$ cat src/design/tcw_pkg.sv
// tcw_pkg: shared constants, codes and control types of the text console writer
// no dependencies; imported by the interfaces and every module of the block
package tcw_pkg;

  localparam int ACTION_W    = 2;
  localparam int CHAR_W      = 8;
  localparam int ATTR_W      = 8;
  localparam int IDX_W       = 11;
  localparam int POS_W       = 11;
  localparam int CELL_W      = ATTR_W + CHAR_W;

  localparam int DEF_COLUMNS = 80;
  localparam int DEF_ROWS    = 25;

  localparam logic [CHAR_W-1:0] BLANK_CHAR   = 8'd32;
  localparam logic [CHAR_W-1:0] NEWLINE_CHAR = 8'd10;
  localparam logic [ATTR_W-1:0] ATTR_RESET   = 8'd15;

  typedef enum logic [ACTION_W-1:0] {
    ACT_PUT       = 2'd0,
    ACT_BACKSPACE = 2'd1,
    ACT_CLEAR     = 2'd2,
    ACT_READ      = 2'd3
  } action_t;

  typedef enum logic [3:0] {
    ST_IDLE,
    ST_DECODE,
    ST_SCROLL,
    ST_BLANK_ROW,
    ST_CLEAR,
    ST_WRITE_CHAR,
    ST_WRITE_BLANK,
    ST_DONE
  } state_t;

  typedef enum logic [2:0] {
    MEM_NONE,
    MEM_WR_CHAR,
    MEM_WR_BLANK_CUR,
    MEM_WR_BLANK_CNT,
    MEM_SCROLL,
    MEM_READ
  } mem_op_t;

  typedef struct packed {
    logic    capture;
    logic    cur_newline;
    logic    cur_back;
    logic    cur_home;
    logic    cur_advance;
    logic    cnt_clear;
    logic    cnt_inc;
    mem_op_t mem_op;
    logic    out_load;
  } cmd_t;

  typedef struct packed {
    action_t act;
    logic    is_newline;
    logic    col_full;
    logic    at_bottom;
    logic    at_origin;
    logic    read_hit;
    logic    scroll_end;
    logic    sweep_end;
  } status_t;

endpackage

$ cat src/design/tcw_ctrl.sv
// tcw_ctrl: state machine sequencing puts, backspaces, scrolls, sweeps, reads and result handoff
// depends on tcw_pkg; drives tcw_dp through cmd_t and watches status_t
module tcw_ctrl import tcw_pkg::*; (
  input  logic    clk,
  input  logic    rst_n,
  input  logic    in_valid,
  output logic    in_ready,
  output logic    out_valid,
  input  logic    out_ready,
  input  status_t sts,
  output cmd_t    cmd
);

  state_t state_r, state_nxt;
  logic   out_valid_r, out_valid_nxt;

  always_ff @(posedge clk) begin
    if (!rst_n) begin
      state_r     <= ST_IDLE;
      out_valid_r <= 1'b0;
    end else begin
      state_r     <= state_nxt;
      out_valid_r <= out_valid_nxt;
    end
  end

  // next state
  always_comb begin
    state_nxt = state_r;
    unique case (state_r)
      ST_IDLE: begin
        if (in_valid) state_nxt = ST_DECODE;
      end
      ST_DECODE: begin
        unique case (sts.act)
          ACT_PUT: begin
            if (sts.is_newline || sts.col_full) begin
              if (sts.at_bottom)       state_nxt = ST_SCROLL;
              else if (sts.is_newline) state_nxt = ST_DONE;
              else                     state_nxt = ST_WRITE_CHAR;
            end else begin
              state_nxt = ST_WRITE_CHAR;
            end
          end
          ACT_BACKSPACE: state_nxt = sts.at_origin ? ST_DONE : ST_WRITE_BLANK;
          ACT_CLEAR:     state_nxt = ST_CLEAR;
          ACT_READ:      state_nxt = ST_DONE;
          default:       state_nxt = ST_DONE;
        endcase
      end
      ST_SCROLL: begin
        if (sts.scroll_end) state_nxt = ST_BLANK_ROW;
      end
      ST_BLANK_ROW: begin
        if (sts.sweep_end) state_nxt = sts.is_newline ? ST_DONE : ST_WRITE_CHAR;
      end
      ST_CLEAR: begin
        if (sts.sweep_end) state_nxt = ST_DONE;
      end
      ST_WRITE_CHAR:  state_nxt = ST_DONE;
      ST_WRITE_BLANK: state_nxt = ST_DONE;
      ST_DONE: begin
        if (!out_valid_r || out_ready) state_nxt = ST_IDLE;
      end
      default: state_nxt = ST_IDLE;
    endcase
  end

  // command outputs
  always_comb begin
    cmd      = '0;
    in_ready = 1'b0;
    unique case (state_r)
      ST_IDLE: begin
        in_ready    = 1'b1;
        cmd.capture = in_valid;
      end
      ST_DECODE: begin
        unique case (sts.act)
          ACT_PUT: begin
            if (sts.is_newline || sts.col_full) begin
              cmd.cur_newline = 1'b1;
              cmd.cnt_clear   = 1'b1;
            end
          end
          ACT_BACKSPACE: cmd.cur_back = !sts.at_origin;
          ACT_CLEAR:     cmd.cnt_clear = 1'b1;
          ACT_READ:      cmd.mem_op = MEM_READ;
          default:       cmd.mem_op = MEM_NONE;
        endcase
      end
      ST_SCROLL: begin
        cmd.mem_op  = MEM_SCROLL;
        // last step only drains the pending write; the counter then starts the blank row
        cmd.cnt_inc = !sts.scroll_end;
      end
      ST_BLANK_ROW: begin
        cmd.mem_op  = MEM_WR_BLANK_CNT;
        cmd.cnt_inc = 1'b1;
      end
      ST_CLEAR: begin
        cmd.mem_op   = MEM_WR_BLANK_CNT;
        cmd.cnt_inc  = 1'b1;
        cmd.cur_home = sts.sweep_end;
      end
      ST_WRITE_CHAR: begin
        cmd.mem_op      = MEM_WR_CHAR;
        cmd.cur_advance = 1'b1;
      end
      ST_WRITE_BLANK: cmd.mem_op = MEM_WR_BLANK_CUR;
      ST_DONE:        cmd.out_load = !out_valid_r || out_ready;
      default:        cmd = '0;
    endcase
  end

  always_comb begin
    out_valid_nxt = out_valid_r;
    if (cmd.out_load)   out_valid_nxt = 1'b1;
    else if (out_ready) out_valid_nxt = 1'b0;
  end

  assign out_valid = out_valid_r;

endmodule

$ cat config.mk
export PLATFORM = sky130hd
export DESIGN_NAME = tcw_ctrl
export DESIGN_NICKNAME = d
export VERILOG_FILES = /design/src/design/tcw_pkg.sv /design/src/design/tcw_ctrl.sv
export SDC_FILE = /design/constraint.sdc
export NUM_CORES = 1
export LEC_CHECK = 0
export ABC_AREA = 1
export BUFFER_PORTS_ARGS = -buffer_cell sky130_fd_sc_hd__buf_2
export CORE_AREA = 4 4 41 43
export DETAILED_ROUTE_END_ITERATION = 6
export DIE_AREA = 0 0 45 47
export PLACE_DENSITY = 0.64
export SYNTH_ARGS = -nofsm -noshare
export SYNTH_HDL_FRONTEND = slang
export SYNTH_SLANG_ARGS = --single-unit
$ cat constraint.sdc
create_clock -name clk -period 2 [get_ports clk]
set_clock_uncertainty 0.05 [all_clocks]
set_input_delay 0.4 -clock clk [delete_from_list [all_inputs] [get_ports clk]]
set_output_delay 0.4 -clock clk [all_outputs]
set_load 0.02 [all_outputs]
==> results.toml <==
[cts]
ctsResizeCount = 0
clock_path_buffers = 2
cts_tree = "done"
path_clk_slew_ns = 0.04
cts_root_buf = "clkbuf_4"
post_cts_buffers = 0
cts_hold_buf = 0
clkLatencyLatePin_ns = 0.23
numCtsBuffers = 3
h-tree-depth = 1
clock_sinks = 4

[grt]
grt_use_total = 0.119
grt_pass1_wl_mm = 1.90
grt-ovfl-total = 0
antenna_found_initial = 0
grt_max_degree = 9
grt_pass1_vias = 499

[power_and_ir_drop]
pwr-share-clk = 0.103
switching_share = 0.560
p_leak_nw = 0.373
ir_worst_vdd_mv = 0.691
power_density_nw_per_um2 = 1530
seqPwrFrac = 0.190
internal_power_uw = 415
p_sw_uw = 529
p_comb_frac = 0.706
p_total_uw = 943

[synthesis]
syn_nets = 99
synth_top_family_by_area = "simple AND/OR/NAND/NOR gates"
ys_seq_area_frac = 0.165
yosysWarnings = 0
synthAdderAreaFrac = 0
synth-compound-area-share = 0.113
synth_top_area_cell = "dfxtp_1"
syn_area_per_cell_um2 = 5.64
synth_cell_types = 19
synth_area_um2 = 485
synthMuxAreaShare = 0
synth_area_leaders = "dfxtp_1 16%, nand2_1 15%, inv_1 12%"
yosys.area_share.simple = 0.528
yosys.area_share.xor_xnor = 0
synth_top_area_frac = 0.165
synth-seq-cells = 4
netlist_instances = 86

[run]
max_cap_violations = 0

[worst_setup_path]
crit_fanout = 8
critPathLaunch = "state_r[0]"
start_kind = "flop"
required_ns = 1.55
path_class = "flop to output pin"
rr_startpoint = "state_r[1]"
cp-end-kind = "output pin"
cp.arrival_ns = 1.41
r2r_slack_ns = 0.68

[floorplan]
die_height_um = 47
coreArea_um2 = 1300
start_util = 0.373
ios = 26
die_x_um = 45
die_area_um2 = 2120
rows = 13

[placement]
gp_congestion = 0.769
dp_slack_ns = 0.380
detailed_place_hpwl_um = 979
portBuffers = 24

[detailed_routing]
drt-vias-per-instance = 4.48
drc_errors = 0
wl_per_cell_um = 9.02
dr.first_iter.drc_count = 14
drtAntennaViolNets = 0
vias = 560
wl_mm = 1.13
firstDrtPassIters = 4

[min_path]
holdCritPathClass = "input pin to flop"
hp-start = "rst_n"

[finish]
num-nets-final = 125
drive_gt1_frac = 0.355
n_antenna_cell = 0
synthToLayoutAreaGrowth_pct = 27.1

[sta]
rsz0062_at_grt = "false"
max_freq_ghz = 0.539
finalCritPeriodShare = 0.928
slew_headroom = 0.781
tightest_slew_ns = 0.327
slew_violations = 0
period_minus_slack_ns = 1.86
finalHoldViolCount = 0
setup_slack_ns = 0.144
setup-violations-final = 0
finalSetupTns_ns = 0

[run_status]
status = "finished clean"
-- metrics by stage --
| step | cell area, µm² | util | cells | hold slack [ns] |
|---|---|---|---|---|
| floorplan | 485 | - | 86 | 0.468 |
| global placement | 594 | 0.457 | 122 | 0.539 |
| detailed placement | 594 | 0.457 | 122 | 0.536 |
| CTS | 617 | 0.474 | 125 | 0.338 |
| global route | 617 | 0.474 | 125 | 0.352 |
| finish | 617 | 0.474 | 125 | 0.343 |
-- flip-flops by register name, indices dropped and copies added, names as in the netlist --
register and cells:
state_r 3, out_valid 1
-- cells by family (layout without fill, tap and decap cells) --
kind of cell,Yosys count,in the layout
and+or+nand+nor,53,53
AOI/OAI and AO/OA,9,9
DFF,4,4
buffers and inverters,20,44
-- per-layer routing --
metal	part of all wire	global-route usage	vias to the layer above
met5	0	0	-
met4	0	0	0
li1	-	-	313
met3	0.079	0.0460	0
met2	0.44	0.192	17
met1	0.48	0.161	230
-- power groups by stage --
stage	registers (mW)	logic, mW	clock network (mW)
CTS	0.180	0.675	0.102
finish	0.180	0.666	0.0973
detailed placement	0.181	0.674	0
floorplan	0.135	0.590	0
global placement	0.182	0.667	0
global route	0.189	0.750	0.109
-- critical path, cell delays in order (launching register included) --
cell     delay (ns)
dfxtp_1        0.47
inv_1          0.17
nor2_4         0.17
inv_1          0.08
a21oi_1        0.10
buf_2          0.17
-- cell usage in the layout (no fill, tap or decap), drive strengths merged --
master  count
buf        24
nand2      21
inv        17
nor2       17
nand3      13
a21oi       5
dfxtp       4
clkbuf      3
o21ai       3
nand3b      1
nor3        1
o21a        1
-- final timing paths --
| path | end | depth (start not counted) |
|---|---|---|
| setup / recovery | cmd[5] | 5 |
| hold / removal | out_valid | 2 |
| setup reg to reg | state_r[1] | 6 |
| hold reg to reg | state_r[2] | 2 |
-- cell usage after synthesis --
cell type / number
o21a_1: 1
nand3b_2: 1
buf_6: 2
nor2_4: 2
a21oi_1: 4
nand3_2: 2
nor2_1: 13
nand2_1: 20
o21ai_2: 1
dfxtp_1: 4
nand2_2: 1
nand3_1: 11
a21oi_2: 1
nor2_2: 2
nor3_1: 1
o21ai_0: 2
inv_1: 15
buf_4: 1
inv_2: 2
-- layout make-up --
class	count	area, µm²
multi-input cells	62	312
flip-flops and latches	4	80.1
well taps	15	18.8
clock buffers	3	22.5
fillers	154	684
inverters	17	63.8
repair buffers	24	120
(Power assumes the default switching activity.)
